**src/rtl/multi_policy_ready_queue_scheduler_assert.svh**
```systemverilog
// assertion macros for the ready-queue scheduler
// used by multi_policy_ready_queue_scheduler.sv, no other dependencies
`ifndef MULTI_POLICY_READY_QUEUE_SCHEDULER_ASSERT_SVH
`define MULTI_POLICY_READY_QUEUE_SCHEDULER_ASSERT_SVH

// same-cycle implication
`define MPQS_ASSERT_IMP(lbl, clk_s, rst_s, ante, cons) \
  lbl: assert property (@(posedge clk_s) disable iff (!rst_s) (ante) |-> (cons)) \
    else $error("mpqs assertion failed");

// next-cycle implication
`define MPQS_ASSERT_NXT(lbl, clk_s, rst_s, ante, cons) \
  lbl: assert property (@(posedge clk_s) disable iff (!rst_s) (ante) |=> (cons)) \
    else $error("mpqs assertion failed");

`endif

```
**src/rtl/mpqs_pkg.sv**
```systemverilog
// constants, types and codes of the ready-queue scheduler
// no dependencies
package mpqs_pkg;

  localparam int DEPTH         = 16;
  localparam int TICKET_BITS   = 8;
  localparam int PRIORITY_BITS = 8;

  localparam int IDX_BITS      = (DEPTH > 1) ? $clog2(DEPTH) : 1;
  localparam int CNT_BITS      = $clog2(DEPTH + 1);
  localparam int TOTAL_BITS    = 12;
  localparam int DRAW_BITS     = 16;
  localparam int DCNT_BITS     = $clog2(DRAW_BITS);
  localparam int SUM_BITS      = TICKET_BITS + IDX_BITS;
  localparam int CMP_A         = (SUM_BITS > TOTAL_BITS + 1) ? SUM_BITS : TOTAL_BITS + 1;
  localparam int CMP_BITS      = (CMP_A > PRIORITY_BITS) ? CMP_A : PRIORITY_BITS;

  typedef logic [IDX_BITS-1:0]      idx_t;
  typedef logic [CNT_BITS-1:0]      cnt_t;
  typedef logic [TICKET_BITS-1:0]   ticket_t;
  typedef logic [PRIORITY_BITS-1:0] prio_t;
  typedef logic [TOTAL_BITS-1:0]    total_t;
  typedef logic [DRAW_BITS-1:0]     draw_t;
  typedef logic [DCNT_BITS-1:0]     dcnt_t;
  typedef logic [SUM_BITS-1:0]      sum_t;
  typedef logic [CMP_BITS-1:0]      cmp_t;

  typedef struct packed {
    logic [7:0] id;
    logic [1:0] policy;
    ticket_t    tickets;
    prio_t      prio;
  } entry_t;

  // thread and pick policies
  localparam logic [1:0] POL_RR  = 2'd0;
  localparam logic [1:0] POL_LOT = 2'd1;
  localparam logic [1:0] POL_RT  = 2'd2;

  // commands
  localparam logic CMD_ENQ  = 1'b0;
  localparam logic CMD_PICK = 1'b1;

  // result status
  localparam logic [1:0] STAT_ENQ   = 2'd0;
  localparam logic [1:0] STAT_PICK  = 2'd1;
  localparam logic [1:0] STAT_EMPTY = 2'd2;
  localparam logic [1:0] STAT_FULL  = 2'd3;

endpackage

```
**src/rtl/multi_policy_ready_queue_scheduler.sv**
```systemverilog
// ready-table thread scheduler with round robin, lottery and real-time pick
// depends on mpqs_pkg and multi_policy_ready_queue_scheduler_assert.svh
//
// usage: one input channel (in_valid/in_ready) carries a command, either an
// enqueue of a thread entry or a pick of the next thread by running_policy.
// every item gives exactly one result on out_valid/out_ready: a status,
// the picked id (zero unless picked) and the lottery ticket total afterwards.
// the block takes one item at a time; in_ready is high only while idle.
// an enqueue, full or empty result and a round robin pick need no walk; a
// real-time pick walks the table (one entry per cycle through the walk); a
// lottery pick runs the restoring modulo (one draw bit per cycle) and the
// ticket walk, both on one shared subtract/compare unit.
// results sit in an output register, so the next item is taken while a
// result still waits; a stalled receiver holds the block only when a new
// result is ready to be written.
// reset (synchronous, rst_n low) empties the table and clears the total;
// table contents are not cleared, only entries below the count are read.
`include "multi_policy_ready_queue_scheduler_assert.svh"

module multi_policy_ready_queue_scheduler (
  input  logic        clk,
  input  logic        rst_n,
  input  logic        in_valid,
  output logic        in_ready,
  input  logic        in_cmd,
  input  logic [7:0]  in_thread_id,
  input  logic [1:0]  in_thread_policy,
  input  logic [7:0]  in_thread_tickets,
  input  logic [7:0]  in_thread_priority,
  input  logic [1:0]  in_running_policy,
  input  logic [15:0] in_random_word,
  output logic        out_valid,
  input  logic        out_ready,
  output logic [1:0]  out_status,
  output logic [7:0]  out_picked_id,
  output logic [11:0] out_ticket_total
);

  localparam logic [2:0] S_IDLE   = 3'd0;
  localparam logic [2:0] S_DIV    = 3'd1;
  localparam logic [2:0] S_WALK   = 3'd2;
  localparam logic [2:0] S_REMOVE = 3'd3;
  localparam logic [2:0] S_FIN    = 3'd4;

  logic [2:0] state_r, state_nxt;

  mpqs_pkg::entry_t slots_r   [mpqs_pkg::DEPTH];
  mpqs_pkg::entry_t slots_nxt [mpqs_pkg::DEPTH];

  mpqs_pkg::cnt_t   count_r, count_nxt;
  mpqs_pkg::total_t total_r, total_nxt;
  mpqs_pkg::idx_t   idx_r, idx_nxt;
  mpqs_pkg::idx_t   k_r, k_nxt;
  mpqs_pkg::sum_t   sum_r, sum_nxt;
  mpqs_pkg::total_t rem_r, rem_nxt;
  mpqs_pkg::draw_t  draw_r, draw_nxt;
  mpqs_pkg::dcnt_t  dcnt_r, dcnt_nxt;
  mpqs_pkg::prio_t  best_prio_r, best_prio_nxt;
  logic             is_lot_r, is_lot_nxt;
  logic [1:0]       res_status_r, res_status_nxt;
  logic [7:0]       res_id_r, res_id_nxt;

  logic             out_valid_r, out_valid_nxt;
  logic [1:0]       out_status_r, out_status_nxt;
  logic [7:0]       out_id_r, out_id_nxt;
  mpqs_pkg::total_t out_total_r, out_total_nxt;

  // shared subtract/compare unit
  mpqs_pkg::cmp_t   alu_a, alu_b, alu_diff;
  logic             alu_lt;

  mpqs_pkg::idx_t   rd_addr;
  mpqs_pkg::entry_t rd_entry;
  mpqs_pkg::entry_t new_entry;
  mpqs_pkg::sum_t   sum_add;
  logic [mpqs_pkg::TOTAL_BITS:0] div_r;
  logic             walk_last;

  assign alu_lt   = (alu_a < alu_b);
  assign alu_diff = alu_a - alu_b;

  assign rd_addr  = (state_r == S_REMOVE) ? k_r : idx_r;
  assign rd_entry = slots_r[rd_addr];
  assign sum_add  = sum_r + mpqs_pkg::sum_t'(rd_entry.tickets);
  assign div_r    = {rem_r, draw_r[mpqs_pkg::DRAW_BITS-1]};
  assign walk_last = (mpqs_pkg::cnt_t'(idx_r) == count_r - mpqs_pkg::cnt_t'(1));

  assign new_entry.id      = in_thread_id;
  assign new_entry.policy  = in_thread_policy;
  assign new_entry.tickets = mpqs_pkg::ticket_t'(in_thread_tickets);
  assign new_entry.prio    = mpqs_pkg::prio_t'(in_thread_priority);

  assign in_ready         = (state_r == S_IDLE);
  assign out_valid        = out_valid_r;
  assign out_status       = out_status_r;
  assign out_picked_id    = out_id_r;
  assign out_ticket_total = out_total_r;

  always_comb begin
    state_nxt      = state_r;
    slots_nxt      = slots_r;
    count_nxt      = count_r;
    total_nxt      = total_r;
    idx_nxt        = idx_r;
    k_nxt          = k_r;
    sum_nxt        = sum_r;
    rem_nxt        = rem_r;
    draw_nxt       = draw_r;
    dcnt_nxt       = dcnt_r;
    best_prio_nxt  = best_prio_r;
    is_lot_nxt     = is_lot_r;
    res_status_nxt = res_status_r;
    res_id_nxt     = res_id_r;
    out_valid_nxt  = out_valid_r && !out_ready;
    out_status_nxt = out_status_r;
    out_id_nxt     = out_id_r;
    out_total_nxt  = out_total_r;
    alu_a          = '0;
    alu_b          = '0;

    case (state_r)
      S_IDLE: begin
        if (in_valid) begin
          res_id_nxt = '0;
          if (in_cmd == mpqs_pkg::CMD_ENQ) begin
            if (count_r < mpqs_pkg::cnt_t'(mpqs_pkg::DEPTH)) begin
              slots_nxt[count_r[mpqs_pkg::IDX_BITS-1:0]] = new_entry;
              if (new_entry.policy == mpqs_pkg::POL_LOT) begin
                total_nxt = total_r + mpqs_pkg::total_t'(new_entry.tickets);
              end
              count_nxt      = count_r + mpqs_pkg::cnt_t'(1);
              res_status_nxt = mpqs_pkg::STAT_ENQ;
            end else begin
              res_status_nxt = mpqs_pkg::STAT_FULL;
            end
            state_nxt = S_FIN;
          end else if (count_r == '0) begin
            res_status_nxt = mpqs_pkg::STAT_EMPTY;
            state_nxt      = S_FIN;
          end else begin
            k_nxt      = '0;
            is_lot_nxt = (in_running_policy == mpqs_pkg::POL_LOT);
            draw_nxt   = in_random_word;
            rem_nxt    = '0;
            dcnt_nxt   = mpqs_pkg::dcnt_t'(mpqs_pkg::DRAW_BITS - 1);
            if (in_running_policy == mpqs_pkg::POL_LOT && total_r != '0) begin
              state_nxt = S_DIV;
            end else if (in_running_policy == mpqs_pkg::POL_RT &&
                         count_r != mpqs_pkg::cnt_t'(1)) begin
              // head is the first candidate, walk the rest
              best_prio_nxt = slots_r[0].prio;
              idx_nxt       = mpqs_pkg::idx_t'(1);
              state_nxt     = S_WALK;
            end else begin
              state_nxt = S_REMOVE;
            end
          end
        end
      end

      S_DIV: begin
        // one restoring step per draw bit
        alu_a    = mpqs_pkg::cmp_t'(div_r);
        alu_b    = mpqs_pkg::cmp_t'(total_r);
        rem_nxt  = alu_lt ? div_r[mpqs_pkg::TOTAL_BITS-1:0]
                          : alu_diff[mpqs_pkg::TOTAL_BITS-1:0];
        draw_nxt = draw_r << 1;
        if (dcnt_r == '0) begin
          idx_nxt   = '0;
          sum_nxt   = '0;
          state_nxt = S_WALK;
        end else begin
          dcnt_nxt = dcnt_r - mpqs_pkg::dcnt_t'(1);
        end
      end

      S_WALK: begin
        if (is_lot_r) begin
          alu_a = mpqs_pkg::cmp_t'(rem_r);
          alu_b = mpqs_pkg::cmp_t'(sum_add);
          if (rd_entry.policy == mpqs_pkg::POL_LOT) begin
            sum_nxt = sum_add;
          end
          if (rd_entry.policy == mpqs_pkg::POL_LOT && alu_lt) begin
            k_nxt     = idx_r;
            state_nxt = S_REMOVE;
          end else if (walk_last) begin
            // no winner after a wrapped total: head
            state_nxt = S_REMOVE;
          end else begin
            idx_nxt = idx_r + mpqs_pkg::idx_t'(1);
          end
        end else begin
          alu_a = mpqs_pkg::cmp_t'(best_prio_r);
          alu_b = mpqs_pkg::cmp_t'(rd_entry.prio);
          if (rd_entry.policy == mpqs_pkg::POL_RT && alu_lt) begin
            best_prio_nxt = rd_entry.prio;
            k_nxt         = idx_r;
          end
          if (walk_last) begin
            state_nxt = S_REMOVE;
          end else begin
            idx_nxt = idx_r + mpqs_pkg::idx_t'(1);
          end
        end
      end

      S_REMOVE: begin
        res_id_nxt     = rd_entry.id;
        res_status_nxt = mpqs_pkg::STAT_PICK;
        if (rd_entry.policy == mpqs_pkg::POL_LOT) begin
          total_nxt = total_r - mpqs_pkg::total_t'(rd_entry.tickets);
        end
        // close the gap, order kept
        for (int i = 0; i < mpqs_pkg::DEPTH - 1; i++) begin
          if (mpqs_pkg::idx_t'(i) >= k_r) begin
            slots_nxt[i] = slots_r[i+1];
          end
        end
        count_nxt = count_r - mpqs_pkg::cnt_t'(1);
        state_nxt = S_FIN;
      end

      S_FIN: begin
        if (!out_valid_r || out_ready) begin
          out_valid_nxt  = 1'b1;
          out_status_nxt = res_status_r;
          out_id_nxt     = res_id_r;
          out_total_nxt  = total_r;
          state_nxt      = S_IDLE;
        end
      end

      default: begin
        state_nxt = S_IDLE;
      end
    endcase
  end

  always_ff @(posedge clk) begin
    if (!rst_n) begin
      state_r     <= S_IDLE;
      count_r     <= '0;
      total_r     <= '0;
      out_valid_r <= 1'b0;
    end else begin
      state_r     <= state_nxt;
      count_r     <= count_nxt;
      total_r     <= total_nxt;
      out_valid_r <= out_valid_nxt;
    end
  end

  always_ff @(posedge clk) begin
    slots_r      <= slots_nxt;
    idx_r        <= idx_nxt;
    k_r          <= k_nxt;
    sum_r        <= sum_nxt;
    rem_r        <= rem_nxt;
    draw_r       <= draw_nxt;
    dcnt_r       <= dcnt_nxt;
    best_prio_r  <= best_prio_nxt;
    is_lot_r     <= is_lot_nxt;
    res_status_r <= res_status_nxt;
    res_id_r     <= res_id_nxt;
    out_status_r <= out_status_nxt;
    out_id_r     <= out_id_nxt;
    out_total_r  <= out_total_nxt;
  end

  `MPQS_ASSERT_IMP(a_count_bound, clk, rst_n, 1'b1, count_r <= mpqs_pkg::cnt_t'(mpqs_pkg::DEPTH))
  `MPQS_ASSERT_NXT(a_full_no_change, clk, rst_n, in_valid && in_ready && in_cmd == mpqs_pkg::CMD_ENQ && count_r == mpqs_pkg::cnt_t'(mpqs_pkg::DEPTH), state_r == S_FIN && res_status_r == mpqs_pkg::STAT_FULL && $stable(count_r))
  `MPQS_ASSERT_NXT(a_remove_dec, clk, rst_n, state_r == S_REMOVE, count_r == $past(count_r) - mpqs_pkg::cnt_t'(1) && state_r == S_FIN)
  `MPQS_ASSERT_IMP(a_id_zero, clk, rst_n, out_valid && out_status != mpqs_pkg::STAT_PICK, out_picked_id == 8'd0)

endmodule
```
**config.mk**
```make
export PLATFORM = sky130hd
export DESIGN_NAME = multi_policy_ready_queue_scheduler
export DESIGN_NICKNAME = d
export VERILOG_FILES = /design/src/rtl/mpqs_pkg.sv /design/src/rtl/multi_policy_ready_queue_scheduler.sv
export VERILOG_INCLUDE_DIRS = /design/src /design/src/rtl
export SDC_FILE = /design/constraint.sdc
export NUM_CORES = 1
export LEC_CHECK = 0
export ABC_AREA = 0
export BUFFER_PORTS_ARGS = -buffer_cell sky130_fd_sc_hd__buf_2
export CAP_MARGIN = 10
export CORE_MARGIN = 2
export CORE_UTILIZATION = 63
export DETAILED_ROUTE_END_ITERATION = 8
export GPL_ROUTABILITY_DRIVEN = 0
export MAX_ROUTING_LAYER = met4
export PLACE_DENSITY = 0.87
export SLEW_MARGIN = 15
export SYNTH_ARGS = -nofsm -noshare
export SYNTH_HDL_FRONTEND = slang
export SYNTH_SLANG_ARGS = --single-unit
export TNS_END_PERCENT = 100
```
**constraint.sdc**
```tcl
create_clock -name clk -period 8.7 [get_ports clk]
set_input_delay 1.74 -clock clk [delete_from_list [all_inputs] [get_ports clk]]
set_output_delay 1.74 -clock clk [all_outputs]
set_load 0.03 [all_outputs]
```
Yosys cells after proc, flatten, opt, wreduce, memory -nomap -nowiden
Cells that the tools add are included.
{"block": "classes", "add_sub_neg": 8, "order_cmp": 20, "n_eq_ne": 46, "n_mux": 103, "n_bitwise": 4, "reduce_logical": 47}
{"cell": "2-to-1 mux 416 bit", "n": 3}
{"cell": "one-hot mux 390 bit (2 select lines)", "n": 1}
{"cell": "2-to-1 mux 26 bit", "n": 18}
{"cell": "bitwise mux 416 bit", "n": 1}
{"cell": "2-to-1 mux 12 bit", "n": 14}
{"cell": "binary-select mux 26 bit (select 4 bit)", "n": 1}
{"cell": "demux 26 bit (select 4 bit)", "n": 1}
{"cell": "one-hot mux 12 bit (2 select lines)", "n": 4}
{"cell": "2-to-1 mux 4 bit", "n": 20}
{"cell": "AND reduction 5 bit", "n": 16}
{"cell": "2-to-1 mux 8 bit", "n": 8}
{"cell": "2-to-1 mux 16 bit", "n": 3}
{"cell": "!= test 2 x 1 -> 1 bit (second input constant)", "n": 20}
{"cell": "one-hot mux 16 bit (2 select lines)", "n": 1}
{"cell": "one-hot mux 8 bit (2 select lines)", "n": 2}
{"cell": "greater-or-equal comparator 4 bit (first input constant)", "n": 7}
{"cell": "one-hot mux 13 bit (2 select lines)", "n": 1}
{"cell": "adder 12 x 8 -> 12 bit", "n": 2}
{"cell": "2-to-1 mux 3 bit", "n": 8}
{"cell": "!= test 2 bit (second input constant)", "n": 11}
{"cell": "AND reduction 4 bit", "n": 5}
{"cell": "greater-or-equal comparator 3 x 4 -> 1 bit (first input constant)", "n": 4}
{"cell": "one-hot mux 4 bit (2 select lines)", "n": 2}
{"cell": "AND reduction 8 bit", "n": 2}
{"cell": "42 further kinds", "n": 73}
{"block": "totals", "ff_bits": 530, "input_bits": 49, "elab_cells": 309}

Longest topological paths before layout
{"block": "depth", "depth_word": 14, "depth_mapped": 29, "ltp_nobuf": 25}

Worst setup path after synthesis
OpenSTA, ideal clock, no wires.
{"block": "synth_timing", "path_type": "reg2reg", "from": "reg k_r[1]", "to": "reg best_prio_r[0] (enable)", "setup_ps": 383, "t_arrival_ps": 5932, "slack_ps": 2385, "path_stages_with_launch": 29, "path_buffers": 5, "synth_period_minus_slack_ps": 6315, "path_cell_list": "edfxtp_1 buf_6 and4b_1 buf_6 a21o_4 buf_6 clkbuf_1 mux4_2 a211oi_1 a31oi_1 ha_1 inv_1 fa_1 nor2b_1 o21ai_0 a21boi_0 o21a_1 o21a_1 or2_2 o21ai_0 a21oi_1 ha_1 or4_1 o32ai_1 o211ai_1 nand2_1 buf_1 a21oi_1 nor3_1"}
{"block": "synth_between", "elab_chain_len": 12}
{"item": "start: declaration", "line": "multi_policy_ready_queue_scheduler.sv:53", "text": "mpqs_pkg::idx_t k_r, k_nxt;"}
{"item": "start signal: assignment", "line": "multi_policy_ready_queue_scheduler.sv:257", "text": "k_r <= k_nxt;"}
{"item": "2-to-1 mux 4 bit *", "line": "multi_policy_ready_queue_scheduler.sv:82", "text": "assign rd_addr = (state_r == S_REMOVE) ? k_r : idx_r;"}
{"item": "NOT 4 -> 5 bit (implied by the code) *", "line": "multi_policy_ready_queue_scheduler.sv:83", "text": "assign rd_entry = slots_r[rd_addr];"}
{"item": "binary-select mux 26 bit (select 4 bit) *", "line": "multi_policy_ready_queue_scheduler.sv:83"}
{"item": "2-to-1 mux 26 bit (implied by the code) * (2 in a row)", "line": "multi_policy_ready_queue_scheduler.sv:83"}
{"item": "adder 12 x 8 -> 12 bit", "line": "multi_policy_ready_queue_scheduler.sv:84", "text": "assign sum_add = sum_r + mpqs_pkg::sum_t'(rd_entry.tickets);"}
{"item": "2-to-1 mux 12 bit", "line": "multi_policy_ready_queue_scheduler.sv:178", "text": "if (is_lot_r) begin"}
{"item": "one-hot mux 12 bit (2 select lines)", "line": "multi_policy_ready_queue_scheduler.sv:121", "text": "case (state_r)"}
{"item": "less-than comparator 13 x 12 -> 1 bit", "line": "multi_policy_ready_queue_scheduler.sv:79", "text": "assign alu_lt = (alu_a < alu_b);"}
{"item": "logical AND 1 bit *", "line": "multi_policy_ready_queue_scheduler.sv:196", "text": "if (rd_entry.policy == mpqs_pkg::POL_RT && alu_lt) begin"}
{"item": "!= test 2 bit (no source line) *"}
{"item": "AND reduction 8 bit (no source line) *"}
{"item": "end signal: assignment", "line": "multi_policy_ready_queue_scheduler.sv:262", "text": "best_prio_r <= best_prio_nxt;"}
{"item": "end: declaration", "line": "multi_policy_ready_queue_scheduler.sv:58", "text": "mpqs_pkg::prio_t best_prio_r, best_prio_nxt;"}
Every way passes the cells marked *; elsewhere a longest branch is shown, timed or not. The select of a mux whose other input is x is not followed.
A chain may end at the register's enable or synchronous reset.

Worst setup path after layout
{"block": "layout_timing", "from": "reg k_r[1]", "to": "reg k_r[2] (enable)"}
{"block": "layout_between", "elab_chain_len": 12}
{"item": "2-to-1 mux 4 bit *", "line": "multi_policy_ready_queue_scheduler.sv:82"}
{"item": "NOT 4 -> 5 bit (implied by the code) *", "line": "multi_policy_ready_queue_scheduler.sv:83"}
{"item": "binary-select mux 26 bit (select 4 bit) *", "line": "multi_policy_ready_queue_scheduler.sv:83"}
{"item": "2-to-1 mux 26 bit (implied by the code) * (2 in a row)", "line": "multi_policy_ready_queue_scheduler.sv:83"}
{"item": "adder 12 x 8 -> 12 bit", "line": "multi_policy_ready_queue_scheduler.sv:84"}
{"item": "2-to-1 mux 12 bit", "line": "multi_policy_ready_queue_scheduler.sv:178"}
{"item": "one-hot mux 12 bit (2 select lines)", "line": "multi_policy_ready_queue_scheduler.sv:121"}
{"item": "less-than comparator 13 x 12 -> 1 bit", "line": "multi_policy_ready_queue_scheduler.sv:79"}
{"item": "logical AND 1 bit, on equally long branches", "line": "multi_policy_ready_queue_scheduler.sv:184, multi_policy_ready_queue_scheduler.sv:196"}
{"item": "!= test 3 bit (no source line)"}
{"item": "AND reduction 6 bit (no source line) *"}
Marks and branches as above.

==> results.ini <==
[timing]
worst_slew_pin_slew_ns = 1.44
relSlewSlack_pct = 3.69
finalWorstSetupSlack_ns = 0.760
tns_ns = 0
hold_viol_final = 0
rsz0062_at_grt = false
fin_crit_sh_pct = 91.3
setup_viol = 0
finClkSkew_ns = 0.0162
min_period_ns = 7.94
max_freq_mhz = 126
finalMaxSlewViolations = 0

[clock_tree]
cts_root_buf = clkbuf_16
ctsHoldBuffers = 0
cts_tree = done
clkTransAtPathRegs_ns = 0.06
clk-insertion-delay-late_ns = 0.60
cts.repair.resized = 0
clockBufferDepth = 3
cts_buffers = 49
clock_sinks = 530
cts_setup_buffers = 0
htreeDepth = 2

[pwr]
p_clk_share_pct = 32.2
power.switching_uw = 1900
netSwitchingFraction_pct = 29.3
power.share.sequential_pct = 49.9
p_int_uw = 4580
power_leakage_uw = 0.00990
peakVddDrop_mv = 0.165
pwr-share-comb_pct = 17.9
cellPowerDensity_nw_per_um2 = 219

[synthesis]
syn_avg_cell_area_um2 = 11.5
synth_nets = 2443
syn_area_um2 = 27100
synthCells = 2351
yosys_warnings = 0
async_flop_share_pct = 0
ys_types = 69
ys_ff_latch = 530
yosysSeqAreaShare_pct = 57.9
synth_ff_type = edfxtp_1
synth_edf_count = 509

[worst_setup_path]
cp_data_arrival_time_ns = 8.17
endpoint_kind = flop
critPathSlowestCell = edfxtp_1
crit_path_frequent_cell = o21ai_0
crit_type = flop to flop
path_cells = and4b_1 > a21o_4 > mux4_2 > and2_1 > a211oi_1 > a31oi_1 > ha_1 > inv_1 > fa_1 > nor2b_1 > o21ai_0 > a21boi_0 > o21a_1 > o21a_1 > o21ai_0 > a21boi_0 > o31a_1 > ha_1 > and2_1 > o21ai_0 > o211ai_1 > nand2_1 > nand4_1 > a311oi_1
critPathMaxFanout = 47
critPathMaxStageDelay_ns = 0.95
crit_required_ns = 8.93
start_kind = flop

[placement]
port_buffers = 72
dp_hpwl_um = 46800
place_ws_ns = 0.934

[route]
drt-total-wl_um = 80500
via_count = 21300
drt_first_pass_iters = 9
drt.antenna.violating_nets = 0
drt-vias-per-instance = 7.29
drc = 3
wl_per_cell_um = 27.5
drtIter0Drc = 3883

[grt]
grt_use_total_pct = 36.9
grt_pass1_vias = 20900
overflow = 0
antenna_found_initial = 3
grt_pass1_wl_um = 120000
grt_max_degree = 263

[die]
start_util_pct = 63.4
die-area_um2 = 44700
boundaryPins = 73
die_w_um = 212
num_rows = 76
core_area_um2 = 42800
die_y_um = 212

[run_status]
violations = DRC
status = finished with violations

[final_layout]
drive_gt1_share_pct = 14.2
layout_commonest_cell = nand2_1
synthToLayoutAreaGrowth_pct = 8.97
layout.nets = 2427
final_cell_mix = nand2_1 (532), edfxtp_1 (509), o21ai_0 (366), mux4_2 (96), buf_2 (72)

[flow_run]
maxCapViolations = 0

[worst_hold_path]
min_path_type = flop to flop

[Yosys cell counts (4+ instances only)]
master | instances | share of area [%]
buf_2 | 28 | 0.52
a21o_1 | 9 | 0.25
or3_1 | 4 | 0.092
o21ai_1 | 8 | 0.15
clkbuf_1 | 146 | 2.0
o31ai_1 | 6 | 0.17
ha_1 | 40 | 1.8
a22o_1 | 55 | 1.8
xnor2_1 | 26 | 0.84
a31oi_1 | 20 | 0.46
dfxtp_1 | 21 | 1.5
nor4_1 | 8 | 0.18
nand2_1 | 532 | 7.4
and3_1 | 12 | 0.28
o21ai_0 | 366 | 6.8
nand3_1 | 20 | 0.37
a211oi_1 | 54 | 1.5
a221oi_1 | 12 | 0.39
buf_4 | 7 | 0.19
o21a_1 | 11 | 0.30
inv_1 | 31 | 0.43
nor2_1 | 65 | 0.90
edfxtp_1 | 509 | 56
xor2_1 | 12 | 0.39
nand2b_1 | 6 | 0.14
nor3_1 | 19 | 0.35
or2_2 | 10 | 0.23
and2_1 | 30 | 0.69
nor2b_1 | 9 | 0.21
mux2i_1 | 51 | 1.9
a21oi_1 | 52 | 0.96
o22ai_1 | 9 | 0.21
mux4_2 | 96 | 8.0
[critical path: cells and delay by family (launching register included)]
| family | cells | cell delay (ns) |
|---|---|---|
| simple gates | 6 | 1.53 |
| mux | 1 | 0.41 |
| fa+ha+maj | 3 | 0.81 |
| compound gates | 13 | 3.77 |
| buf+inv | 1 | 0.08 |
| flops | 1 | 0.95 |
[worst paths after layout]
kind,from,endpoint,slack [ns],cells past startpoint
setup / recovery,k_r[1]$_SDFFCE_PN0P_,k_r[2]$_SDFFCE_PN0P_,0.76,24
hold / removal,res_id_r[2]$_SDFFCE_PP0P_,out_picked_id[2]$_DFFE_PP_,0.42,0
setup reg to reg,k_r[1]$_SDFFCE_PN0P_,k_r[2]$_SDFFCE_PN0P_,0.76,24
hold reg to reg,res_id_r[2]$_SDFFCE_PP0P_,out_picked_id[2]$_DFFE_PP_,0.42,0
[metrics by stage]
step                hold WS [ns]  area (um2)  instances  util (%)  power, uW
CTS                        0.422       29500       2921      69.1       6420
global route               0.434       29600       2925      69.1       6640
global placement           0.403       28100       2830      65.6       4320
finish                     0.421       29600       2925      69.1       6480
detailed placement         0.407       28100       2830      65.6       4380
floorplan                  0.400       27100       2351         -       3980
[kinds of logic after synthesis]
kind of cell             Yosys count  synth area share, %
AO/OA/AOI/OAI                    638                 14.1
XOR/XNOR                          38                 1.23
adder cells (fa/ha/maj)           43                 2.07
buffers and inverters            220                 3.36
flip-flops                       530                 57.9
multiplexers                     149                 9.96
AND/OR/NAND/NOR                  733                 11.4
[power groups by stage]
stage / logic (uW) / registers (uW) / clock network (uW)
floorplan: 735 / 3240 / 0
global placement: 1070 / 3250 / 0
detailed placement: 1110 / 3270 / 0
CTS: 1120 / 3220 / 2080
global route: 1220 / 3250 / 2170
finish: 1160 / 3230 / 2090
[layer usage]
layer | track usage, % | vias to the layer above | wire [um]
met3 | 8.83 | 436 | 11600
met1 | 45.1 | 10100 | 26700
met5 | - | - | 0
li1 | - | 8740 | -
met2 | 56.3 | 2053 | 37100
met4 | 22.1 | 0 | 5220
[flip-flops by register name, indices dropped and copies added, names as in the netlist]
register	cells
out_picked_id	8
out_status	2
k_r	4
state_r	3
out_ticket_total	12
slots_r	416
draw_r	16
best_prio_r	8
res_id_r	8
total_r	12
count_r	5
res_status_r	2
rem_r	12
is_lot_r	1
sum_r	12
idx_r	4
dcnt_r	4
out_valid	1
[final cells by class]
type / count / area [um2]
Sequential cell: 530 / 15700
Fill cell: 2745 / 13200
Multi-Input combinational cell: 1601 / 10800
Clock buffer: 60 / 1270
Timing Repair Buffer: 120 / 733
Tap cell: 546 / 683
Clock inverter: 31 / 225
Inverter: 33 / 125
Antenna cell: 4 / 10.0
Power figures use the tool's default switching activity.
